**config.mk**
```make
export PLATFORM = sky130hd
export DESIGN_NAME = i2c_display_write_master_unit
export DESIGN_NICKNAME = d
export VERILOG_FILES = /design/src/rtl/core/i2cdw_pkg.sv /design/src/rtl/core/i2cdw_cfg.sv /design/src/rtl/core/i2cdw_engine.sv /design/src/rtl/core/i2c_display_write_master_unit.sv
export SDC_FILE = /design/constraint.sdc
export NUM_CORES = 1
export LEC_CHECK = 0
export ABC_AREA = 1
export BUFFER_PORTS_ARGS = -buffer_cell sky130_fd_sc_hd__buf_2
export CORE_ASPECT_RATIO = 0.5
export CORE_MARGIN = 2
export CORE_UTILIZATION = 48
export DETAILED_ROUTE_END_ITERATION = 8
export GPL_ROUTABILITY_DRIVEN = 0
export PLACE_DENSITY = 0.74
export SETUP_SLACK_MARGIN = 0.5
export SLEW_MARGIN = 20
export SYNTH_ARGS = -nofsm -noshare
export SYNTH_HDL_FRONTEND = slang
export SYNTH_SLANG_ARGS = --single-unit
```
**constraint.sdc**
```tcl
create_clock -name clk -period 2.9 [get_ports clk]
set_input_delay 0.435 -clock clk [delete_from_list [all_inputs] [get_ports clk]]
set_output_delay 0.435 -clock clk [all_outputs]
set_load 0.03 [all_outputs]
```
**src/rtl/core/i2cdw_pkg.sv**
```systemverilog
// ----------------------------------------------------------------------------
// i2cdw_pkg
// Types and constants shared by the display write master and its sub-blocks.
// ----------------------------------------------------------------------------
package i2cdw_pkg;

	localparam int CFG_IDX_W  = 3;
	localparam int CFG_DATA_W = 16;

	typedef enum logic [CFG_IDX_W-1:0] {
		CFG_DEVICE_ADDRESS  = 3'd0,
		CFG_DATA_CONTROL    = 3'd1,
		CFG_COMMAND_CONTROL = 3'd2,
		CFG_HALF_BIT_TICKS  = 3'd3,
		CFG_ACK_TIMEOUT     = 3'd4
	} cfg_idx_t;

	localparam logic [7:0]  RST_DEVICE_ADDRESS  = 8'd120;
	localparam logic [7:0]  RST_DATA_CONTROL    = 8'd64;
	localparam logic [7:0]  RST_COMMAND_CONTROL = 8'd0;
	localparam logic [15:0] RST_HALF_BIT_TICKS  = 16'd4;
	localparam logic [7:0]  RST_ACK_TIMEOUT     = 8'd250;

	localparam logic [3:0] BITS_PER_BYTE = 4'd8;

	typedef enum logic [3:0] {
		PH_IDLE  = 4'd0,
		PH_START = 4'd1,
		PH_BITLO = 4'd2,
		PH_BITHI = 4'd3,
		PH_ACKLO = 4'd4,
		PH_ACKHI = 4'd5,
		PH_LOAD  = 4'd6,
		PH_STOPA = 4'd7,
		PH_STOPB = 4'd8,
		PH_STOPC = 4'd9
	} phase_t;

	typedef enum logic [1:0] {
		KIND_ADDR = 2'd0,
		KIND_CTRL = 2'd1,
		KIND_DATA = 2'd2
	} kind_t;

	typedef struct packed {
		logic [7:0]  device_address;
		logic [7:0]  data_control;
		logic [7:0]  command_control;
		logic [15:0] half_bit_ticks;
		logic [7:0]  ack_timeout;
	} cfg_t;

	typedef struct packed {
		logic       send_valid;
		logic [7:0] data_byte;
		logic       is_data;
		logic       last_byte;
		logic       sda_in;
	} item_t;

	typedef struct packed {
		logic scl_out;
		logic sda_out;
		logic byte_taken;
		logic busy_res;
		logic ack_error;
	} result_t;

endpackage

```
**src/rtl/core/i2cdw_cfg.sv**
```systemverilog
// ----------------------------------------------------------------------------
// i2cdw_cfg
// Configuration register file written through a plain write port.
// ----------------------------------------------------------------------------
module i2cdw_cfg (
	input  logic                                 clk,
	input  logic                                 arst_n,
	input  logic                                 cfg_wr_en,
	input  logic [i2cdw_pkg::CFG_IDX_W-1:0]      cfg_index,
	input  logic [i2cdw_pkg::CFG_DATA_W-1:0]     cfg_wdata,
	output i2cdw_pkg::cfg_t                      cfg
);
	import i2cdw_pkg::*;

	cfg_t cfg_q;

	always_ff @(posedge clk or negedge arst_n) begin
		if (!arst_n) begin
			cfg_q.device_address  <= RST_DEVICE_ADDRESS;
			cfg_q.data_control    <= RST_DATA_CONTROL;
			cfg_q.command_control <= RST_COMMAND_CONTROL;
			cfg_q.half_bit_ticks  <= RST_HALF_BIT_TICKS;
			cfg_q.ack_timeout     <= RST_ACK_TIMEOUT;
		end else if (cfg_wr_en) begin
			case (cfg_idx_t'(cfg_index))
				CFG_DEVICE_ADDRESS:  cfg_q.device_address  <= cfg_wdata[7:0];
				CFG_DATA_CONTROL:    cfg_q.data_control    <= cfg_wdata[7:0];
				CFG_COMMAND_CONTROL: cfg_q.command_control <= cfg_wdata[7:0];
				CFG_HALF_BIT_TICKS:  cfg_q.half_bit_ticks  <= cfg_wdata;
				CFG_ACK_TIMEOUT:     cfg_q.ack_timeout     <= cfg_wdata[7:0];
				default: ;
			endcase
		end
	end

	assign cfg = cfg_q;

endmodule

```
**src/rtl/core/i2cdw_engine.sv**
```systemverilog
// ----------------------------------------------------------------------------
// i2cdw_engine
// Bus sequencer: frame state and one step of start, bits, acknowledge and stop
// per request.
// ----------------------------------------------------------------------------
module i2cdw_engine #(
	parameter int TICK_BITS = 16
) (
	input  logic                 clk,
	input  logic                 arst_n,
	input  logic                 fire,
	input  i2cdw_pkg::item_t     item,
	input  i2cdw_pkg::cfg_t      cfg,
	output i2cdw_pkg::result_t   result
);
	import i2cdw_pkg::*;

	localparam int LW = ((TICK_BITS > 16) ? TICK_BITS : 16) + 1;

	phase_t               phase_q, phase_d;
	kind_t                kind_q, kind_d;
	logic [3:0]           bit_count_q, bit_count_d;
	logic [7:0]           shift_q, shift_d;
	logic [TICK_BITS-1:0] tick_q, tick_d;
	logic [7:0]           wait_q, wait_d;
	logic                 frame_is_data_q, frame_is_data_d;
	logic                 last_pending_q, last_pending_d;
	logic                 dropping_q, dropping_d;

	logic [TICK_BITS:0]   tick_plus;
	logic [LW-1:0]        limit_raw;
	logic [LW-1:0]        limit_cap;
	logic [LW-1:0]        limit;
	logic                 seg_done;
	logic [TICK_BITS-1:0] tick_step;
	logic [3:0]           bit_count_inc;
	logic                 ack_fail;
	logic                 data_last;

	assign tick_plus = {1'b0, tick_q} + {{TICK_BITS{1'b0}}, 1'b1};
	assign limit_raw = (cfg.half_bit_ticks == 16'd0) ? LW'(1) : LW'(cfg.half_bit_ticks);
	assign limit_cap = LW'(1) << TICK_BITS;
	assign limit     = (limit_raw > limit_cap) ? limit_cap : limit_raw;
	assign seg_done  = (LW'(tick_plus) >= limit);
	assign tick_step = seg_done ? '0 : tick_plus[TICK_BITS-1:0];

	assign bit_count_inc = bit_count_q + 4'd1;
	assign ack_fail      = item.sda_in && (wait_q >= cfg.ack_timeout);
	assign data_last     = (kind_q == KIND_DATA) && last_pending_q;

	always_comb begin
		phase_d         = phase_q;
		kind_d          = kind_q;
		bit_count_d     = bit_count_q;
		shift_d         = shift_q;
		tick_d          = tick_q;
		wait_d          = wait_q;
		frame_is_data_d = frame_is_data_q;
		last_pending_d  = last_pending_q;
		dropping_d      = dropping_q;
		case (phase_q)
			PH_START: begin
				tick_d = tick_step;
				if (seg_done) begin
					shift_d     = cfg.device_address;
					kind_d      = KIND_ADDR;
					bit_count_d = '0;
					tick_d      = '0;
					phase_d     = PH_BITLO;
				end
			end
			PH_BITLO: begin
				tick_d = tick_step;
				if (seg_done) begin
					phase_d = PH_BITHI;
				end
			end
			PH_BITHI: begin
				tick_d = tick_step;
				if (seg_done) begin
					shift_d     = {shift_q[6:0], 1'b0};
					bit_count_d = bit_count_inc;
					phase_d     = (bit_count_inc >= BITS_PER_BYTE) ? PH_ACKLO : PH_BITLO;
				end
			end
			PH_ACKLO: begin
				tick_d = tick_step;
				if (seg_done) begin
					wait_d  = '0;
					phase_d = PH_ACKHI;
				end
			end
			PH_ACKHI: begin
				tick_d = '0;
				if (!item.sda_in) begin
					wait_d = '0;
					if (kind_q == KIND_ADDR) begin
						shift_d     = frame_is_data_q ? cfg.data_control : cfg.command_control;
						kind_d      = KIND_CTRL;
						bit_count_d = '0;
						phase_d     = PH_BITLO;
					end else if (data_last) begin
						phase_d = PH_STOPA;
					end else begin
						phase_d = PH_LOAD;
					end
				end else if (ack_fail) begin
					dropping_d = !data_last;
					wait_d     = '0;
					phase_d    = PH_STOPA;
				end else begin
					wait_d = wait_q + 8'd1;
				end
			end
			PH_LOAD: begin
				if (item.send_valid) begin
					last_pending_d = item.last_byte;
					shift_d        = item.data_byte;
					kind_d         = KIND_DATA;
					bit_count_d    = '0;
					tick_d         = '0;
					phase_d        = PH_BITLO;
				end
			end
			PH_STOPA: begin
				tick_d = tick_step;
				if (seg_done) begin
					phase_d = PH_STOPB;
				end
			end
			PH_STOPB: begin
				tick_d = tick_step;
				if (seg_done) begin
					phase_d = PH_STOPC;
				end
			end
			PH_STOPC: begin
				tick_d = tick_step;
				if (seg_done) begin
					phase_d = PH_IDLE;
				end
			end
			default: begin
				phase_d = PH_IDLE;
				if (item.send_valid) begin
					if (dropping_q) begin
						if (item.last_byte) begin
							dropping_d = 1'b0;
						end
					end else begin
						frame_is_data_d = item.is_data;
						last_pending_d  = 1'b0;
						tick_d          = '0;
						phase_d         = PH_START;
					end
				end
			end
		endcase
	end

	always_comb begin
		result            = '0;
		result.scl_out    = 1'b1;
		result.sda_out    = 1'b1;
		result.busy_res   = (phase_q != PH_IDLE) || dropping_q;
		case (phase_q)
			PH_START: begin
				result.sda_out = 1'b0;
			end
			PH_BITLO: begin
				result.scl_out = 1'b0;
				result.sda_out = shift_q[7];
			end
			PH_BITHI: begin
				result.sda_out = shift_q[7];
			end
			PH_ACKLO: begin
				result.scl_out = 1'b0;
			end
			PH_ACKHI: begin
				result.ack_error = ack_fail;
			end
			PH_LOAD: begin
				result.scl_out    = 1'b0;
				result.byte_taken = item.send_valid;
			end
			PH_STOPA: begin
				result.scl_out = 1'b0;
				result.sda_out = 1'b0;
			end
			PH_STOPB: begin
				result.sda_out = 1'b0;
			end
			PH_STOPC: begin
			end
			default: begin
				result.byte_taken = item.send_valid && dropping_q;
			end
		endcase
	end

	always_ff @(posedge clk or negedge arst_n) begin
		if (!arst_n) begin
			phase_q         <= PH_IDLE;
			kind_q          <= KIND_ADDR;
			bit_count_q     <= '0;
			shift_q         <= '0;
			tick_q          <= '0;
			wait_q          <= '0;
			frame_is_data_q <= 1'b0;
			last_pending_q  <= 1'b0;
			dropping_q      <= 1'b0;
		end else if (fire) begin
			phase_q         <= phase_d;
			kind_q          <= kind_d;
			bit_count_q     <= bit_count_d;
			shift_q         <= shift_d;
			tick_q          <= tick_d;
			wait_q          <= wait_d;
			frame_is_data_q <= frame_is_data_d;
			last_pending_q  <= last_pending_d;
			dropping_q      <= dropping_d;
		end
	end

endmodule

```
**src/rtl/core/i2c_display_write_master_unit.sv**
```systemverilog
// ----------------------------------------------------------------------------
// i2c_display_write_master_unit
// Tick-driven, write-only I2C master that frames bytes for a display controller.
// ----------------------------------------------------------------------------
// Each input request is one bus tick: the offered payload byte with its flags
// and the sampled SDA level. Each request yields exactly one output request
// carrying the SCL and SDA levels for that tick, whether the offered byte was
// taken, the busy flag and the acknowledge error pulse.
// Requests pass an input register and then a result register. One request is
// accepted in every cycle while the output side keeps up. The bus sequencer
// updates its state once per request, in the cycle the request leaves the
// input register. When the receiver stalls, the result register holds its
// request and the input register fills; a further request is then stalled
// until the result is taken. Reset empties both registers, returns the
// sequencer to idle and loads the configuration registers with their default
// values. Configuration writes take effect at the next clock edge. The user is
// to make them only while the block is idle; the block itself does not
// enforce this.
// ----------------------------------------------------------------------------
module i2c_display_write_master_unit #(
	parameter int TICK_BITS = 16
) (
	input  logic                                 clk,
	input  logic                                 arst_n,
	input  logic                                 cfg_wr_en,
	input  logic [i2cdw_pkg::CFG_IDX_W-1:0]      cfg_index,
	input  logic [i2cdw_pkg::CFG_DATA_W-1:0]     cfg_wdata,
	input  logic                                 in_valid,
	output logic                                 in_stall,
	input  logic                                 send_valid,
	input  logic [7:0]                           data_byte,
	input  logic                                 is_data,
	input  logic                                 last_byte,
	input  logic                                 sda_in,
	output logic                                 out_valid,
	input  logic                                 out_stall,
	output logic                                 scl_out,
	output logic                                 sda_out,
	output logic                                 byte_taken,
	output logic                                 busy_res,
	output logic                                 ack_error
);
	import i2cdw_pkg::*;

	cfg_t    cfg;
	item_t   item_s1;
	logic    valid_s1;
	result_t result_c;
	result_t result_s2;
	logic    valid_s2;
	logic    advance;
	logic    fire;

	assign advance  = !valid_s2 || !out_stall;
	assign fire     = valid_s1 && advance;
	assign in_stall = valid_s1 && !advance;

	i2cdw_cfg u_cfg (
		.clk       (clk),
		.arst_n    (arst_n),
		.cfg_wr_en (cfg_wr_en),
		.cfg_index (cfg_index),
		.cfg_wdata (cfg_wdata),
		.cfg       (cfg)
	);

	i2cdw_engine #(
		.TICK_BITS (TICK_BITS)
	) u_engine (
		.clk    (clk),
		.arst_n (arst_n),
		.fire   (fire),
		.item   (item_s1),
		.cfg    (cfg),
		.result (result_c)
	);

	always_ff @(posedge clk or negedge arst_n) begin
		if (!arst_n) begin
			valid_s1 <= 1'b0;
		end else if (!in_stall) begin
			valid_s1 <= in_valid;
		end
	end

	always_ff @(posedge clk) begin
		if (in_valid && !in_stall) begin
			item_s1.send_valid <= send_valid;
			item_s1.data_byte  <= data_byte;
			item_s1.is_data    <= is_data;
			item_s1.last_byte  <= last_byte;
			item_s1.sda_in     <= sda_in;
		end
	end

	always_ff @(posedge clk or negedge arst_n) begin
		if (!arst_n) begin
			valid_s2 <= 1'b0;
		end else if (advance) begin
			valid_s2 <= valid_s1;
		end
	end

	always_ff @(posedge clk) begin
		if (fire) begin
			result_s2 <= result_c;
		end
	end

	assign out_valid  = valid_s2;
	assign scl_out    = result_s2.scl_out;
	assign sda_out    = result_s2.sda_out;
	assign byte_taken = result_s2.byte_taken;
	assign busy_res   = result_s2.busy_res;
	assign ack_error  = result_s2.ack_error;

	a_stall_only_when_full: assert property (@(posedge clk) disable iff (!arst_n)
		in_stall |-> (valid_s1 && valid_s2 && out_stall))
		else $error("Input stalled while the result register could advance.");

	a_error_on_released_bus: assert property (@(posedge clk) disable iff (!arst_n)
		(out_valid && ack_error) |-> (busy_res && scl_out && sda_out))
		else $error("Acknowledge error outside the acknowledge high phase.");

	a_error_not_taken: assert property (@(posedge clk) disable iff (!arst_n)
		out_valid |-> !(byte_taken && ack_error))
		else $error("Byte taken in the same tick as an acknowledge error.");

endmodule

```
==> flow_summary_export.csv <==
group,metric,value,unit
outcome,status,"finished, violations left",
outcome,violations,"negative setup slack",
clocking,cts_made_buffers,9,
sta,finalSetupViolCount,42,
clocking,clk_pin_slew,0.08,ns
synth,synth_cell_types,45,
critical_path,r2r-start,"u_engine.tick_q[0]$_DFFE_PN0P_",
drt,dr_wl_met2,6840,um
critical_path,critical_path_class,"flop to flop",
run,cap_viol_max_count,0,
drt,routed_wl,14600,um
drt,drc,0,
placed_design,dp_hpwl,10000,um
critical_path,reg2reg_slack,-0.31,ns
sta,rsz0062_at_grt,"yes",
grt,grt_pass1_vias,4848,
synth,synth_warnings,0,
synth,netlist_instances,719,
sta,worst_pin_slew,0.652,ns
drt,vias_per_cell,5.29,
clocking,clock_latency,0.36,ns
final_layout,finalNonFillerCells,965,
clocking,cts_tree,"built",
placed_design,port-buffer-count,42,
drt,first_pass_iters,7,
sta,fmax,0.312,GHz
synth,synth-seq-cells,112,
sta,post-route-min-period,3.21,ns
final_layout,layout-drive-gt1-share,24.9,%
clocking,cts_hold_buf,0,
floorplan,core,12100,um^2
sta,slew_violations,0,
clocking,h-tree-depth,3,
clocking,root_buffer,"clkbuf_16",
final_layout,fillers,1076,
final_layout,area_growth,20.4,%
synth,syn_area_per_cell,8.41,um^2
floorplan,io_pins,43,
critical_path,crit_path_max_fanout,6,
drt,wl_met1,6730,um
synth,ys.flop_type,"dfrtp_1",
drt,routed.top_layer,"met4",
drt,ant_nets,0,
placed_design,dpl.cell_count,940,
grt,gr-total-overflow,0,
sta,tns,-9.46,ns
sta,finClkSkew,0.00806,ns
synth,syn_nets,782,
sta,slew_headroom,56.5,%
critical_path,worstPathRequired,3.19,ns
grt,grtUsageTotal,21.8,%
final_layout,antenna_cells,0,
floorplan,die_h,83.4,um
power,p_leak,0.00361,uW
drt,met3WireLength,830,um
synth,synthArstFlopShare,84.8,%
critical_path,arrival,3.50,ns
final_layout,final_nets,858,
power,p_per_area,635,nW/um^2
critical_path,worst_setup_path_end_kind,"flop",
drt,drt-wirelength-per-cell,15.1,um
drt,drt_iter0_drc,473,
grt,grt_max_degree,48,
power,ir_worst_vdd,0.000297,V
sta,fin_ws,-0.306,ns
floorplan,fp-row-count,28,
grt,grt_first_pass_wirelength,23500,um
grt,antenna_found_initial,0,
clocking,cts.sinks,112,
floorplan,die-area,13600,um^2
critical_path,critPathLaunch,"u_engine.tick_q[0]$_DFFE_PN0P_",
drt,via_count,5106,
synth,syn-cell-area,6040,um^2
sta,period_share,111,%
clocking,cts_buffer_depth,2,
critical_path,cp-start-kind,"flop",
synth,synth_edf_count,17,
synth,yosysSeqAreaShare,48.0,%
sta,hold_violations,0,
floorplan,start_util,50.2,%
hold_path,hold_path.class,"primary input to async pin",
floorplan,fp.dieW,163,um
-- through the flow --
stage                     util (%)  cell area [um^2]  hold WS, ns  setup slack [ns]  total power (uW)
after floorplan                  -              6090        0.139            0.0155              2900
after global placement        55.4              6680        0.455            -0.141              3210
after detailed placement      55.4              6680        0.465            -0.244              3260
after CTS                     58.3              7030        0.124            -0.222              4510
after global routing          60.4              7280        0.151            -0.496              4890
final                         60.4              7280       0.0984            -0.306              4620
-- repair_timing --
action                     4_1_cts  5_1_grt
cloned                           1        3
setup buffers                    1        4
resized for setup               11       41
pin swaps                        2       20
setup endpoints to repair       42       42
-- critical path: stages, from the launching register on --
cell and delay (ns):
dfrtp_1 0.40, ha_2 0.22, nand2_2 0.07, nor2_4 0.11, nand4_4 0.09, or2_4 0.28, nor3_4 0.20, xor2_2 0.18
inv_2 0.07, ha_4 0.22, nand2_2 0.11, inv_1 0.05, nand2_1 0.07, nand2_1 0.05, nand2_1 0.06, nand3_2 0.08
nor2_4 0.27, nand3_4 0.13, nand3b_4 0.18, clkbuf_16 0.18, nand2_1 0.06, o21ai_2 0.05
-- state kept, by name, indices dropped and copies added, names as in the netlist --
| register | flops |
|---|---|
| out_valid | 1 |
| u_engine.phase_q | 4 |
| u_engine.last_pending_q | 1 |
| u_engine.bit_count_q | 4 |
| byte_taken | 1 |
| item_s1 | 12 |
| u_engine.wait_q | 8 |
| sda_out | 1 |
| busy_res | 1 |
| u_engine.kind_q | 2 |
| u_cfg.cfg | 48 |
| ack_error | 1 |
| u_engine.shift_q | 8 |
| u_engine.frame_is_data_q | 1 |
| valid_s1 | 1 |
| scl_out | 1 |
| u_engine.tick_q | 16 |
| u_engine.dropping_q | 1 |
-- final timing paths --
check	end	cells after the start
max in group asynchronous	u_cfg.cfg[6]$_DFFE_PN1P_	2
worst max register to register	u_engine.shift_q[5]$_DFFE_PN0P_	21
worst min register to register	u_cfg.cfg[41]$_DFFE_PN0P_	2
min in group clk	item_s1[4]$_DFFE_PP_	1
worst min-delay path	u_cfg.cfg[22]$_DFFE_PN0P_	1
worst max-delay path	u_engine.shift_q[5]$_DFFE_PN0P_	21
-- logic make-up (layout without fill, tap and decap cells) --
group / Yosys count / after routing / synth area share, %
buffers and inverters: 115 / 196 / 7.60
and+or+nand+nor: 321 / 321 / 23.5
xor gates and xnor gates: 20 / 20 / 2.90
adders and majority gates: 27 / 27 / 5.59
AOI/OAI and AO/OA: 124 / 124 / 12.4
DFF: 112 / 112 / 48.0
-- cell usage after synthesis (5+ instances only) --
master / number / share of area (%)
edfxtp_1: 17 / 8.4
nor2_1: 59 / 3.7
nand4_1: 6 / 0.62
xnor2_1: 7 / 1.0
nand3_1: 33 / 2.7
nor3_1: 6 / 0.50
o21ai_0: 58 / 4.8
nand2_1: 184 / 11
dfstp_2: 12 / 5.2
xor2_1: 13 / 1.9
inv_1: 90 / 5.6
o21ai_2: 18 / 2.6
nor4_1: 10 / 1.0
clkbuf_1: 10 / 0.62
ha_1: 27 / 5.6
o311ai_0: 6 / 0.87
a21oi_1: 27 / 2.2
inv_2: 6 / 0.37
dfrtp_1: 83 / 34
nor2_2: 5 / 0.52
-- layout make-up --
| class | count | area, um^2 | area share [%] |
|---|---|---|---|
| clock inverter | 7 | 52.6 | 0.722 |
| tap | 165 | 206 | 2.84 |
| sequential | 112 | 2900 | 39.9 |
| inverter | 97 | 364 | 5.00 |
| multi-input combinational | 492 | 2900 | 39.9 |
| timing repair buffer | 83 | 621 | 8.53 |
| clock buffer | 9 | 225 | 3.10 |
-- layer usage --
metal	vias to the layer above	GRT usage, %
met3	18	4.15
met4	0	6.03
li1	2487	-
met1	2448	30.7
met5	-	0
met2	153	34.5
-- layout by cell type, fill, tap and decap left out, drive strengths merged, types with 2 or more instances in the layout --
master,count
a21oi,27
buf,81
nor2,68
xnor2,7
o21a,2
dfstp,12
nor4,10
or2,3
nand3,36
nand2,187
nand3b,2
ha,27
o311ai,6
dfrtp,83
o21ai,78
xor2,13
nor3,7
clkinv,4
inv,99
clkbuf,11
edfxtp,17
o211ai,4
nand4,7
-- power breakdown --
group	leakage, uW	internal (uW)	switching [uW]	total, uW
combinational	0.00212	513	815	1330
clock	0.000137	592	619	1210
sequential	0.00136	1870	207	2080
No activity file was read; power rests on OpenSTA's default activity.
